===== config.mk =====
export PLATFORM = sky130hd
export DESIGN_NAME = acars_frame_receiver_top
export DESIGN_NICKNAME = d
export VERILOG_FILES = /design/src/rtl/afr_pkg.sv /design/src/rtl/afr_crc.sv /design/src/rtl/acars_frame_receiver_top.sv
export SDC_FILE = /design/constraint.sdc
export NUM_CORES = 1
export LEC_CHECK = 0
export BUFFER_PORTS_ARGS = -buffer_cell sky130_fd_sc_hd__buf_2
export CORE_MARGIN = 2
export CORE_UTILIZATION = 60
export DETAILED_ROUTE_END_ITERATION = 10
export PLACE_DENSITY = 0.79
export SETUP_SLACK_MARGIN = 0.4
export SLEW_MARGIN = 10
export SYNTH_ARGS = -nofsm -noshare
export SYNTH_HDL_FRONTEND = slang
export SYNTH_SLANG_ARGS = --single-unit

===== constraint.sdc =====
create_clock -name clk -period 5.3 [get_ports clk]
set_clock_uncertainty 0.05 [all_clocks]
set_input_delay 0.53 -clock clk [delete_from_list [all_inputs] [get_ports clk]]
set_output_delay 0.53 -clock clk [all_outputs]
set_load 0.02 [all_outputs]

===== src/rtl/afr_pkg.sv =====
package afr_pkg;

  localparam int BYTE_W    = 8;
  localparam int CRC_W     = 16;
  localparam int NBITS_W   = 4;
  localparam int CFG_IDX_W = 2;
  localparam int CFG_W     = 16;

  localparam logic [CFG_IDX_W-1:0] REG_CRC_POLY   = 2'd0;
  localparam logic [CFG_IDX_W-1:0] REG_SYNC_CHAR  = 2'd1;
  localparam logic [CFG_IDX_W-1:0] REG_START_CHAR = 2'd2;

  localparam logic [CRC_W-1:0]  CRC_POLY_RST   = 16'h1021;
  localparam logic [BYTE_W-1:0] SYNC_CHAR_RST  = 8'h16;
  localparam logic [BYTE_W-1:0] START_CHAR_RST = 8'h01;

  localparam logic [BYTE_W-1:0] PREAMBLE_BYTE = 8'hFF;
  localparam logic [BYTE_W-1:0] HDR1_CHAR     = 8'hAB;
  localparam logic [BYTE_W-1:0] HDR2_CHAR     = 8'h2A;
  localparam logic [6:0]        ETX_CHAR      = 7'h03;
  localparam logic [6:0]        ETB_CHAR      = 7'h17;
  localparam logic [6:0]        CR_CHAR       = 7'h0D;
  localparam logic [6:0]        LF_CHAR       = 7'h0A;
  localparam logic [6:0]        CTRL_LIMIT    = 7'h20;
  localparam logic [BYTE_W-1:0] SUBST_CHAR    = 8'hA4;

  localparam logic [NBITS_W-1:0] NB_FULL     = 4'd8;
  localparam logic [NBITS_W-1:0] NB_PREAMBLE = 4'd6;
  localparam logic [NBITS_W-1:0] NB_SLIP_OFS = 4'd2;

  localparam logic [BYTE_W-1:0] SYNC_ERR_LIMIT = 8'd2;

endpackage


===== src/rtl/afr_crc.sv =====
module afr_crc (
  input  logic [afr_pkg::CRC_W-1:0]  crc_in,
  input  logic [afr_pkg::BYTE_W-1:0] data,
  input  logic [afr_pkg::CRC_W-1:0]  poly,
  output logic [afr_pkg::CRC_W-1:0]  crc_out
);
  import afr_pkg::*;

  logic [CRC_W-1:0] c;
  logic             top;

  always_comb begin
    c   = crc_in;
    top = 1'b0;
    for (int k = 0; k < BYTE_W; k++) begin
      top = c[CRC_W-1];
      c   = {c[CRC_W-2:0], data[k]};
      if (top) begin
        c = c ^ poly;
      end
    end
    crc_out = c;
  end

endmodule


===== src/rtl/acars_frame_receiver_top.sv =====
// ACARS frame receiver: takes one demodulated byte per word and returns exactly one result
// word per byte, carrying the bit count to gather next, a polarity clear request, a
// sanitized text character and the end-of-frame verdict. A new byte is taken every cycle
// while the output is free or being taken; each byte passes an input register, one pass of
// frame state logic with an eight-step unrolled CRC-16 update, and a result register, from
// which the result word is offered. The user must write configuration registers through
// the plain write port only while no byte is in flight; the block does not enforce this.
module acars_frame_receiver_top #(
  parameter int MAX_TEXT = 243
) (
  input  logic                          clk,
  input  logic                          rst,
  input  logic                          cfg_we,
  input  logic [afr_pkg::CFG_IDX_W-1:0] cfg_index,
  input  logic [afr_pkg::CFG_W-1:0]     cfg_data,
  input  logic                          in_valid,
  output logic                          in_ready,
  input  logic [afr_pkg::BYTE_W-1:0]    rx_byte,
  output logic                          out_valid,
  input  logic                          out_ready,
  output logic [afr_pkg::NBITS_W-1:0]   next_bits,
  output logic                          clear_polarity,
  output logic                          char_valid,
  output logic [afr_pkg::BYTE_W-1:0]    text_char,
  output logic                          frame_end,
  output logic                          frame_good,
  output logic [afr_pkg::BYTE_W-1:0]    text_length
);
  import afr_pkg::*;

  typedef enum logic [3:0] {
    PH_HUNT = 4'd0,
    PH_PRE  = 4'd1,
    PH_HDR1 = 4'd2,
    PH_HDR2 = 4'd3,
    PH_SYN1 = 4'd4,
    PH_SYN2 = 4'd5,
    PH_SOH  = 4'd6,
    PH_TEXT = 4'd7,
    PH_CRC1 = 4'd8,
    PH_CRC2 = 4'd9,
    PH_END  = 4'd10
  } phase_t;

  logic [CRC_W-1:0]  crc_poly;
  logic [BYTE_W-1:0] sync_char;
  logic [BYTE_W-1:0] start_char;

  phase_t            phase, phase_next;
  logic [BYTE_W-1:0] char_count, char_count_next;
  logic [CRC_W-1:0]  crc_residue, crc_residue_next;
  logic [CRC_W-1:0]  crc_fed;

  logic              in_full;
  logic [BYTE_W-1:0] in_byte;
  logic              advance;

  logic [NBITS_W-1:0] nb;
  logic               clr, cv, fe, fg;
  logic [BYTE_W-1:0]  tc, tl, cnt_inc;
  logic [2:0]         ones;
  logic               run;
  logic [6:0]         rm;
  logic [BYTE_W:0]    n;

  assign advance  = in_full && (!out_valid || out_ready);
  assign in_ready = !in_full || advance;

  afr_crc u_crc (
    .crc_in  (crc_residue),
    .data    (in_byte),
    .poly    (crc_poly),
    .crc_out (crc_fed)
  );

  always_comb begin
    ones = '0;
    run  = 1'b1;
    for (int k = 0; k < 7; k++) begin
      if (run && in_byte[k]) begin
        ones = ones + 3'd1;
      end else begin
        run = 1'b0;
      end
    end
  end

  always_comb begin
    phase_next       = phase;
    char_count_next  = char_count;
    crc_residue_next = crc_residue;
    nb      = NB_FULL;
    clr     = 1'b0;
    cv      = 1'b0;
    tc      = '0;
    fe      = 1'b0;
    fg      = 1'b0;
    tl      = '0;
    cnt_inc = char_count;
    rm      = in_byte[6:0];
    n       = {1'b0, char_count} + {{BYTE_W{1'b0}}, 1'b1};
    case (phase)
      PH_PRE: begin
        if (in_byte == PREAMBLE_BYTE) begin
          nb = NB_PREAMBLE;
        end else if (ones < 3'd2) begin
          phase_next = PH_HUNT;
          clr        = 1'b1;
        end else if (ones == 3'd2) begin
          phase_next      = PH_HDR2;
          char_count_next = (in_byte != HDR1_CHAR) ? 8'd1 : 8'd0;
        end else begin
          phase_next      = PH_HDR1;
          char_count_next = '0;
          nb              = {1'b0, ones} - NB_SLIP_OFS;
        end
      end
      PH_HDR1: begin
        char_count_next = char_count + {7'd0, in_byte != HDR1_CHAR};
        phase_next      = PH_HDR2;
      end
      PH_HDR2: begin
        char_count_next = char_count + {7'd0, in_byte != HDR2_CHAR};
        phase_next      = PH_SYN1;
      end
      PH_SYN1: begin
        char_count_next = char_count + {7'd0, in_byte != sync_char};
        phase_next      = PH_SYN2;
      end
      PH_SYN2: begin
        char_count_next = char_count + {7'd0, in_byte != sync_char};
        phase_next      = PH_SOH;
      end
      PH_SOH: begin
        cnt_inc = char_count + {7'd0, in_byte != start_char};
        if (cnt_inc > SYNC_ERR_LIMIT) begin
          char_count_next = cnt_inc;
          if (in_byte == PREAMBLE_BYTE) begin
            phase_next = PH_PRE;
          end else begin
            phase_next = PH_HUNT;
            clr        = 1'b1;
          end
        end else begin
          phase_next       = PH_TEXT;
          char_count_next  = '0;
          crc_residue_next = '0;
        end
      end
      PH_TEXT: begin
        crc_residue_next = crc_fed;
        if (rm == ETX_CHAR || rm == ETB_CHAR) begin
          phase_next = PH_CRC1;
        end else begin
          cv = 1'b1;
          if (rm < CTRL_LIMIT && rm != CR_CHAR && rm != LF_CHAR) begin
            tc = SUBST_CHAR;
          end else begin
            tc = {1'b0, rm};
          end
          char_count_next = n[BYTE_W-1:0];
          if (n > (BYTE_W+1)'(MAX_TEXT)) begin
            fe         = 1'b1;
            tl         = n[BYTE_W] ? {BYTE_W{1'b1}} : n[BYTE_W-1:0];
            phase_next = PH_HUNT;
            clr        = 1'b1;
          end
        end
      end
      PH_CRC1: begin
        crc_residue_next = crc_fed;
        phase_next       = PH_CRC2;
      end
      PH_CRC2: begin
        crc_residue_next = crc_fed;
        phase_next       = PH_END;
      end
      PH_END: begin
        phase_next = PH_HUNT;
        fe         = 1'b1;
        fg         = (crc_residue == '0);
        tl         = char_count;
      end
      default: begin
        if (in_byte == PREAMBLE_BYTE) begin
          phase_next = PH_PRE;
        end else begin
          phase_next = PH_HUNT;
          clr        = 1'b1;
        end
      end
    endcase
  end

  always_ff @(posedge clk) begin
    if (rst) begin
      crc_poly    <= CRC_POLY_RST;
      sync_char   <= SYNC_CHAR_RST;
      start_char  <= START_CHAR_RST;
      phase       <= PH_HUNT;
      char_count  <= '0;
      crc_residue <= '0;
      in_full     <= 1'b0;
      out_valid   <= 1'b0;
    end else begin
      if (cfg_we) begin
        case (cfg_index)
          REG_CRC_POLY:   crc_poly   <= cfg_data[CRC_W-1:0];
          REG_SYNC_CHAR:  sync_char  <= cfg_data[BYTE_W-1:0];
          REG_START_CHAR: start_char <= cfg_data[BYTE_W-1:0];
          default: ;
        endcase
      end
      if (in_ready) begin
        in_full <= in_valid;
      end
      if (advance) begin
        phase       <= phase_next;
        char_count  <= char_count_next;
        crc_residue <= crc_residue_next;
        out_valid   <= 1'b1;
      end else if (out_ready) begin
        out_valid <= 1'b0;
      end
    end
  end

  always_ff @(posedge clk) begin
    if (in_valid && in_ready) begin
      in_byte <= rx_byte;
    end
    if (advance) begin
      next_bits      <= nb;
      clear_polarity <= clr;
      char_valid     <= cv;
      text_char      <= tc;
      frame_end      <= fe;
      frame_good     <= fg;
      text_length    <= tl;
    end
  end

  a_good_needs_end: assert property (@(posedge clk) disable iff (rst)
    out_valid && frame_good |-> frame_end)
    else $error("frame_good without frame_end");

  a_char_zero: assert property (@(posedge clk) disable iff (rst)
    out_valid && !char_valid |-> text_char == '0)
    else $error("text_char set without char_valid");

  a_len_zero: assert property (@(posedge clk) disable iff (rst)
    out_valid && !frame_end |-> text_length == '0)
    else $error("text_length set without frame_end");

  a_nbits_range: assert property (@(posedge clk) disable iff (rst)
    out_valid |-> next_bits != '0 && next_bits <= NB_FULL)
    else $error("next_bits out of range");

endmodule


* Word level (Yosys, flattened, before mapping)
Index checks and enable logic that the tools add are counted.
** Storage, ports and cells
- Register bits :: 94
- Bits of input ports :: 31
- Logic and storage cells :: 160
** Cells by class
- Add/subtract/negate cells :: 12
- Order comparisons :: 4
- Equality and inequality tests :: 27
- Mux-type cells :: 57
- Bitwise logic cells :: 10
- Reductions and logical operators :: 32
** Operators by type and width (count)
- $mux 16 :: 9
- $xor 16x16->16 :: 8
- $mux 8 :: 8
- $pmux 8 s6 :: 1
- $pmux 4 s10 :: 1
- $add 8x1->8 :: 4
- $pmux 16 s2 :: 1
- $mux 4 :: 6
- $mux 1 :: 20
- $mux 3 :: 6
- $eq 4x3->1 const B :: 4
- $logic_not 16->1 :: 1
- $ne 8x8->1 :: 2
- $pmux 8 s2 :: 1
- $add 3x1->3 const B :: 5
- $ne 7x4->1 const B :: 2
- $eq 4x4->1 const B :: 3
- $logic_and 1x1->1 :: 10
- $add 8x1->9 const B :: 1
- $gt 9x8->1 const B :: 1
- $eq 4x2->1 const B :: 2
- $eq 8x8->1 const B :: 1
- $gt 8x2->1 const B :: 1
- $ne 2x2->1 const B :: 4
- 29 further kinds :: 40

* Logic depth before layout (Yosys ltp)
Gate-level depths: netlist (run 1).
- Depth after elaboration :: 18
- Mapped depth :: 24
- Gate-level depth less buffers :: 22

* Modules after synthesis
A second synthesis (run 1) with hierarchy kept.
** Unflattened totals
- Cell total of the unflattened synthesis :: 1033
- Area total of the unflattened synthesis :: 8097.8 µm²
** Modules (own cells, without submodules)
- acars_frame_receiver_top :: instances 1, cells each 552, area an instance 4987.3 µm², seq. area each 2202.1 µm²
- afr_crc :: instances 1, cells each 481, area an instance 3110.5 µm², seq. area each 0.0 µm²

* Worst setup path before layout (run 1)
Ideal clock, no wire load.
- Path type :: register to register
- Start point :: register in_byte[2]
- End point :: register char_count[4]
- Setup time :: 0.070 ns
- Arrival time :: 4.427 ns
- Data required time :: 5.180 ns
- Path slack :: 0.753 ns
- Stages on the path, launching flop included :: 24
- Path buffers :: 2
- Clock period less this slack :: 4.547 ns
- Path through :: edfxtp_1 -> clkbuf_1 -> inv_1 -> a21oi_1 -> ha_1 -> nor2_1 -> nor2_1 -> ha_1 -> mux2_2 -> ha_1 -> mux2_2 -> mux2i_1 -> a31oi_1 -> ha_1 -> nand2_1 -> o21ai_0 -> o21ai_0 -> o21ai_0 -> a31oi_1 -> nor4_1 -> clkbuf_1 -> nand2_1 -> or3_1 -> a21oi_1
** Between the ends
- Longest elaborated chain between the ends :: 13
** Ends and longest elaborated chain
- from (decl) :: RTL line acars_frame_receiver_top.sv:55 : logic [BYTE_W-1:0] in_byte;
- from (signal assigned) :: RTL line acars_frame_receiver_top.sv:230 : in_byte <= rx_byte;
- $logic_and 1x1->1 :: RTL line acars_frame_receiver_top.sv:80 : if (run && in_byte[k]) begin
- $mux 3 or $mux 1 (tied branches) :: RTL line acars_frame_receiver_top.sv:80
- $add 3x1->3 or $logic_and 1x1->1 (tied branches) :: RTL line acars_frame_receiver_top.sv:81, acars_frame_receiver_top.sv:80
- $mux 3 or $mux 1 (tied branches) :: RTL line acars_frame_receiver_top.sv:80
- $add 3x1->3 or $logic_and 1x1->1 (tied branches) :: RTL line acars_frame_receiver_top.sv:81, acars_frame_receiver_top.sv:80
- $mux 3 or $mux 1 (tied branches) :: RTL line acars_frame_receiver_top.sv:80
- $add 3x1->3 or $logic_and 1x1->1 (tied branches) :: RTL line acars_frame_receiver_top.sv:81, acars_frame_receiver_top.sv:80
- $mux 3 or $mux 1 (tied branches) :: RTL line acars_frame_receiver_top.sv:80
- $add 3x1->3 or $logic_and 1x1->1 (tied branches) :: RTL line acars_frame_receiver_top.sv:81, acars_frame_receiver_top.sv:80
- $mux 3 :: RTL line acars_frame_receiver_top.sv:80
- $lt 3x2->1 :: RTL line acars_frame_receiver_top.sv:106 : end else if (ones < 3'd2) begin
- $ne 2x2->1 (no source line)
- $reduce_and 5->1 (no source line)
- to (signal assigned) :: RTL line acars_frame_receiver_top.sv:219 : char_count <= char_count_next;
- to (decl) :: RTL line acars_frame_receiver_top.sv:50 : logic [BYTE_W-1:0] char_count, char_count_next;
Several ways; a longest one is shown, not always the timed one.
A chain may end at the register's enable or synchronous reset.

* Worst setup path in the final report (run 1)
- Start point :: register crc_residue[14]
- End point :: register crc_residue[2]
** Between the ends
- Longest elaborated chain between the ends :: 15
** Ends and longest elaborated chain
- from (decl) :: RTL line acars_frame_receiver_top.sv:51 : logic [CRC_W-1:0] crc_residue, crc_residue_next;
- from (signal assigned) :: RTL line acars_frame_receiver_top.sv:220 : crc_residue <= crc_residue_next;
- $xor 16x16->16 :: RTL line afr_crc.sv:19 : c = c ^ poly;
- $mux 16 (*) (2 in series) :: RTL line afr_crc.sv:18 : if (top) begin
- $xor 16x16->16 :: RTL line afr_crc.sv:19
- $mux 16 (*) :: RTL line afr_crc.sv:18
- $xor 16x16->16 :: RTL line afr_crc.sv:19
- $mux 16 (*) :: RTL line afr_crc.sv:18
- $xor 16x16->16 :: RTL line afr_crc.sv:19
- $mux 16 (*) (2 in series) :: RTL line afr_crc.sv:18
- $xor 16x16->16 or $mux 16 (tied branches) :: RTL line afr_crc.sv:19, afr_crc.sv:18
- $mux 16 (*) :: RTL line afr_crc.sv:18
- $xor 16x16->16 or $mux 16 (tied branches) :: RTL line afr_crc.sv:19, afr_crc.sv:18
- $mux 16 (*) :: RTL line afr_crc.sv:18
- $pmux 16 s2 (*) :: RTL line acars_frame_receiver_top.sv:102 : case (phase)
Mark *: on every way between the ends. The rest lies on a longest branch, timed or not.

==> results of run 1 <==
[what timing repair did]
action                     4_1_cts  5_1_grt
setup endpoints to repair        1       10
setup buffers                    0        9
gates resized for setup          1        4
pin swaps                        0        1
[cell type report]
| type | count | share of cell area |
|---|---|---|
| Inverter | 36 | 0.01596 |
| Tap cell | 172 | 0.02541 |
| Sequential cell | 94 | 0.2600 |
| Timing Repair Buffer | 82 | 0.05615 |
| Multi-Input combinational cell | 805 | 0.6083 |
| Clock inverter | 7 | 0.007535 |
| Clock buffer | 9 | 0.02660 |
[stage by stage]
step                      utilization  instances
after CTS                      0.6622       1196
after floorplan                     -       1015
after global placement         0.6389       1180
final                          0.6683       1205
after global routing           0.6683       1205
after detailed placement       0.6389       1180
[state kept, by name, summed over array words and instances (netlist names)]
register	count
crc_residue	16
frame_good	1
crc_poly	16
out_valid	1
clear_polarity	1
char_valid	1
next_bits	4
text_length	8
char_count	8
frame_end	1
start_char	8
sync_char	8
in_full	1
phase	4
text_char	8
in_byte	8
[metal layers]
layer | routed length, µm | up-vias | global-route usage
met2 | 9986 | 386 | 0.4989
met4 | 658 | 0 | 0.1431
met5 | 0 | - | 0
met1 | 8802 | 3528 | 0.4031
li1 | - | 3618 | -
met3 | 1840 | 55 | 0.03488
[layout by cell type, fill, tap and decap left out, drive strengths merged, types with 6 or more instances in the layout]
master  Yosys  final
xor2       32     32
o211ai     19     19
nor2       67     67
ha         10     10
inv        36     41
nand4      14     14
dfxtp      62     62
a31o       12     12
and2        8      8
xnor2      62     62
o21ai      53     53
or3         9      9
a32oi      12     12
nand3      28     28
a31oi      20     20
nand3b     12     12
a211o      12     12
or4         9      9
buf        19     82
clkbuf     61      9
nor3       16     16
mux2i      14     14
nor2b       6      6
a211oi     13     13
edfxtp     32     32
nor4        9      9
and3        9      9
nand2     216    216
a21oi      61     61
xnor3      10     10
[power by group through the flow]
stage               Sequential (W)  Clock, W  Combinational [W]
floorplan                 0.000798         0           0.000102
global placement          0.000812         0           0.000134
detailed placement        0.000813         0           0.000136
CTS                       0.000797  0.000649           0.000137
global route              0.000800  0.000671           0.000160
finish                    0.000797  0.000648           0.000145
[worst paths after layout]
kind / from / to / slack, ns / cells after the start
worst min-delay path: rx_byte[0] / in_byte[0] / 0.29 / 1
worst min register to register: sync_char[7] / sync_char[7] / 0.44 / 2
worst max-delay path: crc_residue[14] / crc_residue[2] / 0.67 / 11
worst max register to register: crc_residue[14] / crc_residue[2] / 0.67 / 11
[cells by family after synthesis]
group,count (synthesis)
fa+ha+maj,10
flops,94
compound gates,244
simple gates,426
buf+inv,116
xor+xnor,108
mux,17
[worst max-delay path, stage by stage, from the launching register on]
cell and delay (ns):
dfxtp_1 0.71, nand2b_1 0.20, a311oi_2 0.12, xnor2_2 0.67
nand2_1 0.20, xnor2_2 0.37, xnor3_2 0.52, mux2i_4 0.40
o21a_1 0.58, o21ai_1 0.16, xor3_1 0.37, a22o_1 0.18
==> results by group, run 1 <==
Status
  • Status: finished, final reports clean

Logic synthesis
  • Mux contribution to synthesized area: 0.02386
  • Main combinational cell family by area after synthesis: simple AND/OR/NAND/NOR gates
  • Post-Synth Simple-Gate Area: 0.2550
  • Synthesized instance count: 1015
  • Post-synth ARST share: 0
  • Top-area cell type share of the netlist area: 0.1589
  • Most used flip-flop cell after synthesis: dfxtp_1
  • Compound-Gate Fraction of Synth Area: 0.2080
  • Synth Area in XOR/XNOR: 0.1537
  • Largest cells by area after synthesis: dfxtp_1, edfxtp_1, nand2_1
  • Top cells by instance count after synthesis: nand2_1, nor2_1, dfxtp_1
  • Adder-Cell Fraction of Synth Area: 0.01602
  • Leading area contributor after synthesis: dfxtp_1
  • Unique masters post-synth: 82
  • Number of synthesized register bits: 94
  • Cell with the most instances after synthesis: nand2_1
  • Syn Std Cell Area: 7812 µm²
  • Yosys warnings: 0
  • Number of flops mapped to enable cells by yosys: 32
  • Sequential cell area fraction in the yosys report: 0.2819
  • Syn avg cell area: 7.697 µm²
  • Synth Net Count: 1056

Floorplanning
  • Initial core utilization: 0.6166
  • Core Region: 12670 µm²
  • Top-Level Pins: 57
  • Die area: 13950 µm²
  • Die width: 118.1 µm
  • Die Ht: 118.1 µm
  • # rows: 41

Routing
  • WL final: 21.29 mm
  • DRT iter0 DRCs: 693
  • DR vias/cell: 6.296
  • Wire length per cell: 17.67 µm
  • First drt pass iteration count: 7
  • Via count: 7587
  • DRC viols: 0
  • Routed Antenna Nets: 0

STA
  • Max_slew headroom: 0.3212
  • RSZ-0062 raised after global routing: false
  • Fin crit share: 0.8739
  • Slew Viols, Final: 0
  • Post-route minimum period: 4.631 ns
  • Final hold vios: 0
  • Final setup fails: 0
  • Setup TNS Final: 0 ns
  • Fmax: 215.9 MHz
  • Fin Hold WS: 0.2940 ns
  • Pin slew with the least headroom to its limit: 1.017 ns
  • Post-route setup slack: 0.6685 ns

Cells and area
  • Final net count: 1069
  • Share of cells above drive strength 1: 0.1336
  • Fill cell count: 1108
  • Ant diodes: 0
  • Area of the multi-input gates: 5151 µm²
  • Final instance area: 8468 µm²
  • Area grow syn2layout: 8.392%
  • Sequential cell area: 2202 µm²

Place
  • Placed Area: 8095 µm²
  • Post-placement setup slack: 0.4107 ns
  • IO buf count: 56
  • Final HPWL DP: 14.76 mm
  • Final GP Congestion: 0.9260

Power and ir drop
  • Clk pwr share: 0.408
  • Logic gate share of total power: 0.091
  • PwrDens: 187.7 nW/µm²
  • Sequential share of power: 0.501
  • Net Sw Frac: 0.2748
  • Leakage: 3.223 nW
  • Psw: 0.0004367 W
  • Internal power: 0.001152 W
  • Peak supply drop: 0.1911 mV
  • Total power draw: 0.001589 W

Clock network
  • Clock slew seen by the registers of the worst setup and hold paths: 0.08 ns
  • Total CTS buffers: 9
  • Clk_lat worst skew: 0.36 ns
  • Root Driver: clkbuf_16
  • CTS hold repair buffers: 0
  • CTS H-tree lvls: 3
  • CTS tree: yes
  • CTS Sinks: 94
  • Clock buffer depth: 2

Global route
  • Initial antenna violation count: 0
  • Tot GR Track Use: 0.3053
  • First-pass GRT wire length: 34.93 mm
  • Largest net degree at the start of global routing: 49
  • Grt ovf: 0
  • Number of global-route vias before repair: 6955

Hold path
  • Hold WC Path Type: in -> reg

Setup path
  • Worst path arrival time: 4.83 ns
  • CP Class: reg -> reg
  • Worst Setup Start Kind: flop
  • Worst-path fanout max: 19
  • Critical path required time: 5.50 ns
  • CP Capture Type: flop

Job
  • Max-cap violations: 0
Power figures use the tool's default switching activity.
==> inputs of run 2 (changes only) <==
Settings changed: CORE_MARGIN 2 to 3, CTS_BUF_LIST set to sky130_fd_sc_hd__clkbuf_16, MAX_ROUTING_LAYER set to met4.
==> run 2 against run 1 <==
Effect of this change: critical path depth up 11; clock power down 2%; worst hold slack better by 0.0018 ns; sequential cell count unchanged; sequential power about the same; clock-buffer cell count unchanged; critical endpoint is now char_count[6].
==> results by group, run 2 (synthesis results as in run 1) <==
Setup path
  • Crit path max-delay cell type: edfxtp_1 (was dfxtp_1)
  • CP cell instances: buf_4 -> a21oi_1 -> ha_1 -> nor2_1 -> nor2_1 -> ha_1 -> mux2_2 -> ha_1 -> mux2_2 -> mux2i_2 -> a31oi_1 -> ha_1 -> nand2_1 -> o21ai_0 -> o21ai_2 -> o21ai_2 -> a31oi_1 -> nor4_2 -> buf_4 -> nand2_1 -> or3_1 -> a21oi_1 (was nand2b_1 -> a311oi_2 -> xnor2_2 -> nand2_1 -> xnor2_2 -> xnor3_2 -> mux2i_4 -> o21a_1 -> o21ai_1 -> xor3_1 -> a22o_1)
  • R2R Path End: char_count[6] (was crc_residue[2])
  • Most used cell, CP: ha_1 (was xnor2_2)
  • Worst Setup Start Kind: flop (unchanged)
  • Worst Path Buf+Inv: 2 (was 0)
  • Reg2reg path depth: 22 (was 11)
  • CP Class: reg -> reg (unchanged)
  • Critical path required time: 5.53 ns (was 5.50 ns)
  • FF-to-FF Start: in_byte[1] (was crc_residue[14])
  • CP max stage delay: 0.46 ns (was 0.71 ns)
  • Worst path arrival time: 4.82 ns (was 4.83 ns)
  • Crit path max-delay family: adder cells (was XOR/XNOR gates)
  • CP Capture Type: flop (unchanged)
  • R2r setup slk: 0.71 ns (was 0.67 ns)
  • Worst-path fanout max: 8 (was 19)

STA
  • Fin crit share: 0.8665 (was 0.8739)
  • Final hold vios: 0 (unchanged)
  • Final setup fails: 0 (unchanged)
  • Fmax: 217.8 MHz (was 215.9 MHz)
  • Pin slew with the least headroom to its limit: 1.021 ns (was 1.017 ns)
  • RSZ-0062 raised after global routing: false (unchanged)
  • Slew Viols, Final: 0 (unchanged)
  • Max_slew headroom: 0.3186 (was 0.3212)
  • Setup TNS Final: 0 ns (unchanged)
  • Post-route setup slack: 0.7078 ns (was 0.6685 ns)
  • Post-route minimum period: 4.592 ns (was 4.631 ns)

Clock network
  • CTS H-tree lvls: 3 (unchanged)
  • Root Driver: clkbuf_16 (unchanged)
  • Clock slew seen by the registers of the worst setup and hold paths: 0.07 ns (was 0.08 ns)
  • Total CTS buffers: 9 (unchanged)
  • Clock buffer depth: 2 (unchanged)
  • Clk_lat worst skew: 0.36 ns (about the same)
  • CTS tree: yes (unchanged)
  • CTS Sinks: 94 (unchanged)

Cells and area
  • Area grow syn2layout: 8.712% (was 8.392%)
  • Share of cells above drive strength 1: 0.1391 (was 0.1336)
  • Most frequent cells in the layout: nand2_1, nor2_1, dfxtp_1, a21oi_1, xnor2_1 (unchanged)
  • Final instance area: 8493 µm² (was 8468 µm²)
  • Final core occ: 0.6703 (was 0.6683)
  • Ant diodes: 0 (unchanged)
  • Top Registers: crc_poly (16), crc_residue (16) (unchanged)
  • Most common cell after layout, fill and taps aside: nand2_1 (unchanged)
  • Final net count: 1071 (was 1069)
  • Fin cells: 1207 (was 1205)

Floorplanning
  • Die Ht: 120.1 µm (was 118.1 µm)
  • # rows: 41 (unchanged)
  • Core Region: 12670 µm² (unchanged)
  • Top-Level Pins: 57 (unchanged)
  • Die area: 14430 µm² (was 13950 µm²)
  • Die width: 120.1 µm (was 118.1 µm)
  • Initial core utilization: 0.6166 (unchanged)

Hold path
  • Worst Hold Launch: rx_byte[3] (was rx_byte[0])
  • Hold WC Path Type: in -> reg (unchanged)
  • Hold depth: 1 (unchanged)
  • Hold Path End: in_byte[3] (was in_byte[0])

Global route
  • GRT busiest layer: met2 (unchanged)
  • Tot GR Track Use: 0.3036 (was 0.3053)
  • First-pass GRT wire length: 34.49 mm (was 34.93 mm)
  • Number of global-route vias before repair: 6856 (was 6955)
  • Met2 usage: 0.4735 (was 0.4989)
  • Initial antenna violation count: 0 (unchanged)
  • Largest net degree at the start of global routing: 49 (unchanged)
  • Met1 Usage GRT: 0.4045 (was 0.4031)
  • Grt ovf: 0 (unchanged)
  • Grt met3 use: 0.04006 (was 0.03488)

Power and ir drop
  • Leakage: 3.229 nW (was 3.223 nW)
  • Peak supply drop: 0.1651 mV (was 0.1911 mV)
  • PwrDens: 186.0 nW/µm² (was 187.7 nW/µm²)

Status
  • Status: finished, final reports clean (unchanged)

Place
  • Post-placement setup slack: 0.4738 ns (was 0.4107 ns)
  • Final HPWL DP: 15.04 mm (was 14.76 mm)
  • Final GP Congestion: 0.9358 (was 0.9260)
  • Cell count after placement: 1184 (was 1180)
  • IO buf count: 56 (unchanged)
  • Placed Area: 8125 µm² (was 8095 µm²)

Routing
  • Routed Antenna Nets: 0 (unchanged)
  • DRT iter0 DRCs: 631 (was 693)
  • First drt pass iteration count: 5 (was 7)
  • DR vias/cell: 6.227 (was 6.296)
  • WL final: 21.17 mm (was 21.29 mm)
  • Wire length per cell: 17.54 µm (was 17.67 µm)
  • DRC viols: 0 (unchanged)
  • Via count: 7516 (was 7587)

Job
  • Max-cap violations: 0 (unchanged)
==> run 2: routing by layer <==
layer	share of wire	up-vias
li1	-	3619
met3	0.067	48
met1	0.43	3537
met4	0.026	0
met5	0	-
met2	0.48	312
==> run 2: what timing repair did <==
action | 4_1_cts | 5_1_grt
resized for setup | 0 | 9
hold buffers | 0 | 0
setup endpoints to repair | 0 | 10
setup buffers | 0 | 7
==> run 2: where the power goes <==
part           leakage (nW)  internal, W  total [W]  switching, W
combinational          2.28    0.0000576   0.000147     0.0000898
clock                 0.142     0.000330   0.000638      0.000309
sequential            0.803     0.000764   0.000794     0.0000302
total                  3.23      0.00115    0.00158      0.000429
==> run 2: worst max path at each step <==
stage                           from       endpoint  depth (start not counted)
after floorplan           in_byte[2]  char_count[4]                         23
after global placement    in_byte[1]  char_count[7]                         21
after detailed placement  in_byte[1]  char_count[6]                         22
after CTS                 in_byte[1]  char_count[6]                         22
after global routing      in_byte[1]  char_count[5]                         23
final                     in_byte[1]  char_count[6]                         22
==> run 2: layout make-up <==
cell class                      count  area [µm²]
Tap cell                          172       215.2
Timing Repair Buffer               84       490.5
Multi-Input combinational cell    805        5161
Clock buffer                        9       225.2
Clock inverter                      7       63.81
Sequential cell                    94        2202
Fill cell                        1140        4178
Inverter                           36       135.1
==> run 2: stage by stage <==
step           total power (W)  hold slack, ns
3_5_place_dp         0.0009504          0.4158
3_3_place_gp         0.0009481          0.4133
5_1_grt               0.001631          0.2863
4_1_cts               0.001575          0.2892
6_report              0.001580          0.2958
2_1_floorplan        0.0008994          0.3940
==> inputs of run 3 (changes only) <==
Settings changed: HOLD_SLACK_MARGIN set to 0.05.
Clock period 5.3 ns to 4.5 ns, I/O delays scaled along.
==> run 3 against run 2 <==
Effect of this change: first-iteration DRC count is 40% higher; sequential cell count stayed put; worst setup slack worse by 0.47 ns; worst hold slack worse by 0.081 ns; clock power is 15% higher; via count is 6.0% higher; critical path depth is 2 lower; sequential power is 17% higher; routed wire length is 7.8% higher.
==> results by group, run 3 (synthesis results as in run 1) <==
Status
  • Status: finished, final reports clean (unchanged)

Clock network
  • Clock buffer depth: 2 (unchanged)
  • Clk_lat worst skew: 0.36 ns (about the same)
  • CTS tree: yes (unchanged)
  • CTS H-tree lvls: 3 (unchanged)
  • CTS Sinks: 94 (unchanged)
  • Clock slew seen by the registers of the worst setup and hold paths: 0.07 ns (about the same)
  • Total CTS buffers: 9 (unchanged)
  • Root Driver: clkbuf_16 (unchanged)

Job
  • Max-cap violations: 0 (unchanged)

Global route
  • Tot GR Track Use: 0.3162 (was 0.3036)
  • Number of global-route vias before repair: 7193 (was 6856)
  • Grt ovf: 0 (unchanged)
  • Initial antenna violation count: 0 (unchanged)
  • Largest net degree at the start of global routing: 49 (unchanged)
  • First-pass GRT wire length: 36.00 mm (was 34.49 mm)

Power and ir drop
  • PwrDens: 212.5 nW/µm² (was 186.0 nW/µm²)
  • Peak supply drop: 0.2788 mV (was 0.1651 mV)
  • Total power draw: 0.001897 W (was 0.001580 W)
  • Leakage: 3.407 nW (was 3.229 nW)

Hold path
  • Hold depth: 1 (unchanged)
  • Worst Hold Launch: rx_byte[3] (unchanged)
  • Hold WC Path Type: in -> reg (unchanged)
  • Hold Path End: in_byte[3] (unchanged)

Routing
  • First drt pass iteration count: 8 (was 5)
  • Routed Antenna Nets: 0 (unchanged)
  • DRC viols: 0 (unchanged)
  • DRT iter0 DRCs: 881 (was 631)
  • Via count: 7964 (was 7516)
  • WL final: 22.82 mm (was 21.17 mm)
  • Wire length per cell: 18.47 µm (was 17.54 µm)
  • DR vias/cell: 6.443 (was 6.227)

Floorplanning
  • # rows: 41 (unchanged)
  • Die Ht: 120.1 µm (unchanged)
  • Top-Level Pins: 57 (unchanged)
  • Initial core utilization: 0.6166 (unchanged)
  • Die width: 120.1 µm (unchanged)
  • Core Region: 12670 µm² (unchanged)
  • Die area: 14430 µm² (unchanged)

STA
  • Pin slew with the least headroom to its limit: 0.9895 ns (was 1.021 ns)
  • Final hold vios: 0 (unchanged)
  • Fin crit share: 0.9470 (was 0.8665)
  • Setup TNS Final: 0 ns (unchanged)
  • Fmax: 234.7 MHz (was 217.8 MHz)
  • Post-route minimum period: 4.262 ns (was 4.592 ns)
  • Final setup fails: 0 (unchanged)
  • Max_slew headroom: 0.3396 (was 0.3186)
  • Slew Viols, Final: 0 (unchanged)
  • RSZ-0062 raised after global routing: true (was false)
  • Post-route setup slack: 0.2385 ns (was 0.7078 ns)

Place
  • Placed Area: 8267 µm² (was 8125 µm²)
  • Final GP Congestion: 0.9378 (was 0.9358)
  • Post-placement setup slack: 0.04059 ns (was 0.4738 ns)
  • IO buf count: 56 (unchanged)
  • Final HPWL DP: 15.09 mm (was 15.04 mm)

Cells and area
  • Area grow syn2layout: 14.32% (was 8.712%)
  • Most frequent cells in the layout: nand2_1, nor2_1, dfxtp_1, a21oi_1 (was nand2_1, nor2_1, dfxtp_1, a21oi_1, xnor2_1)
  • Ant diodes: 0 (unchanged)
  • Top Registers: crc_poly (16), crc_residue (16) (unchanged)
  • Most common cell after layout, fill and taps aside: nand2_1 (unchanged)
  • Share of cells above drive strength 1: 0.1927 (was 0.1391)
  • Final core occ: 0.7048 (was 0.6703)
  • Final net count: 1100 (was 1071)
  • Final instance area: 8931 µm² (was 8493 µm²)

Setup path
  • Worst Setup Start Kind: flop (unchanged)
  • R2R Path End: char_count[4] (was char_count[6])
  • Crit path max-delay cell type: edfxtp_1 (unchanged)
  • CP cell instances: buf_4 -> nand2_1 -> nor2_2 -> nand2_1 -> mux2_4 -> ha_4 -> mux2_4 -> mux2i_4 -> a31oi_4 -> ha_1 -> nand2_1 -> o21ai_2 -> o21ai_2 -> o21ai_2 -> a31oi_2 -> nor4_2 -> buf_4 -> nand2_2 -> or3_1 -> a21oi_2 (was buf_4 -> a21oi_1 -> ha_1 -> nor2_1 -> nor2_1 -> ha_1 -> mux2_2 -> ha_1 -> mux2_2 -> mux2i_2 -> a31oi_1 -> ha_1 -> nand2_1 -> o21ai_0 -> o21ai_2 -> o21ai_2 -> a31oi_1 -> nor4_2 -> buf_4 -> nand2_1 -> or3_1 -> a21oi_1)
  • Crit path max-delay family: simple AND/OR/NAND/NOR gates (was adder cells)
  • Critical path required time: 4.73 ns (was 5.53 ns)
  • CP Capture Type: flop (unchanged)
  • R2r setup slk: 0.24 ns (was 0.71 ns)
  • Worst path arrival time: 4.49 ns (was 4.82 ns)
  • Reg2reg path depth: 20 (was 22)
  • CP Class: reg -> reg (unchanged)
  • FF-to-FF Start: in_byte[2] (was in_byte[1])
  • Worst Path Buf+Inv: 2 (unchanged)
  • Worst-path fanout max: 7 (was 8)
  • CP max stage delay: 0.44 ns (was 0.46 ns)
run 3: what timing repair did:
item                       CTS  global route
hold buffers                 0             0
gates resized for setup     15            30
buffers inserted            14            11
pin swaps                   17            16
setup endpoints to repair   10            21
run 3: cell type report:
| cell class | instances | area (µm²) |
|---|---|---|
| Timing Repair Buffer | 113 | 719.4 |
| Inverter | 36 | 145.1 |
| Multi-Input combinational cell | 805 | 5369 |
| Clock inverter | 7 | 50.05 |
| Fill cell | 1006 | 3740 |
| Sequential cell | 94 | 2207 |
| Clock buffer | 9 | 225.2 |
| Tap cell | 172 | 215.2 |
run 3: where the power goes:
group          internal [W]  switching (W)  total, W
combinational     0.0000978       0.000135  0.000232
clock              0.000379       0.000354  0.000733
sequential         0.000900      0.0000321  0.000932
total               0.00138       0.000520   0.00190
run 3: worst reg2reg max path, delay by kind of cell, from the launching register on:
kind,cells,cell delay [ns]
buf+inv,2,0.45
fa+ha+maj,2,0.50
flops,1,0.44
mux,3,0.81
simple gates,7,1.27
compound gates,6,0.65
run 3: how the worst max path moves through the flow:
stage | startpoint | to | slack, ns | cells past startpoint
6_report | in_byte[2] | char_count[4] | 0.24 | 20
5_1_grt | in_byte[2] | char_count[4] | 0.09 | 19
4_1_cts | in_byte[1] | char_count[4] | 0.31 | 21
3_5_place_dp | in_byte[1] | char_count[7] | 0.04 | 21
3_3_place_gp | in_byte[1] | char_count[7] | 0.18 | 21
2_1_floorplan | in_byte[1] | char_count[4] | 0.38 | 22
run 3: per-layer routing:
metal  vias up  track usage  routed length (µm)
met3        83      0.04760                1986
met4         0       0.1260                 775
met1      3728       0.4268                9674
met5         -            -                   0
met2       466       0.4805               10390
li1       3687            -                   -
run 3: per-stage QoR:
stage	hold slack, ns	cells
3_3_place_gp	0.4070	1195
6_report	0.2149	1236
2_1_floorplan	0.3940	1015
3_5_place_dp	0.4123	1195
5_1_grt	0.2072	1236
4_1_cts	0.2121	1225
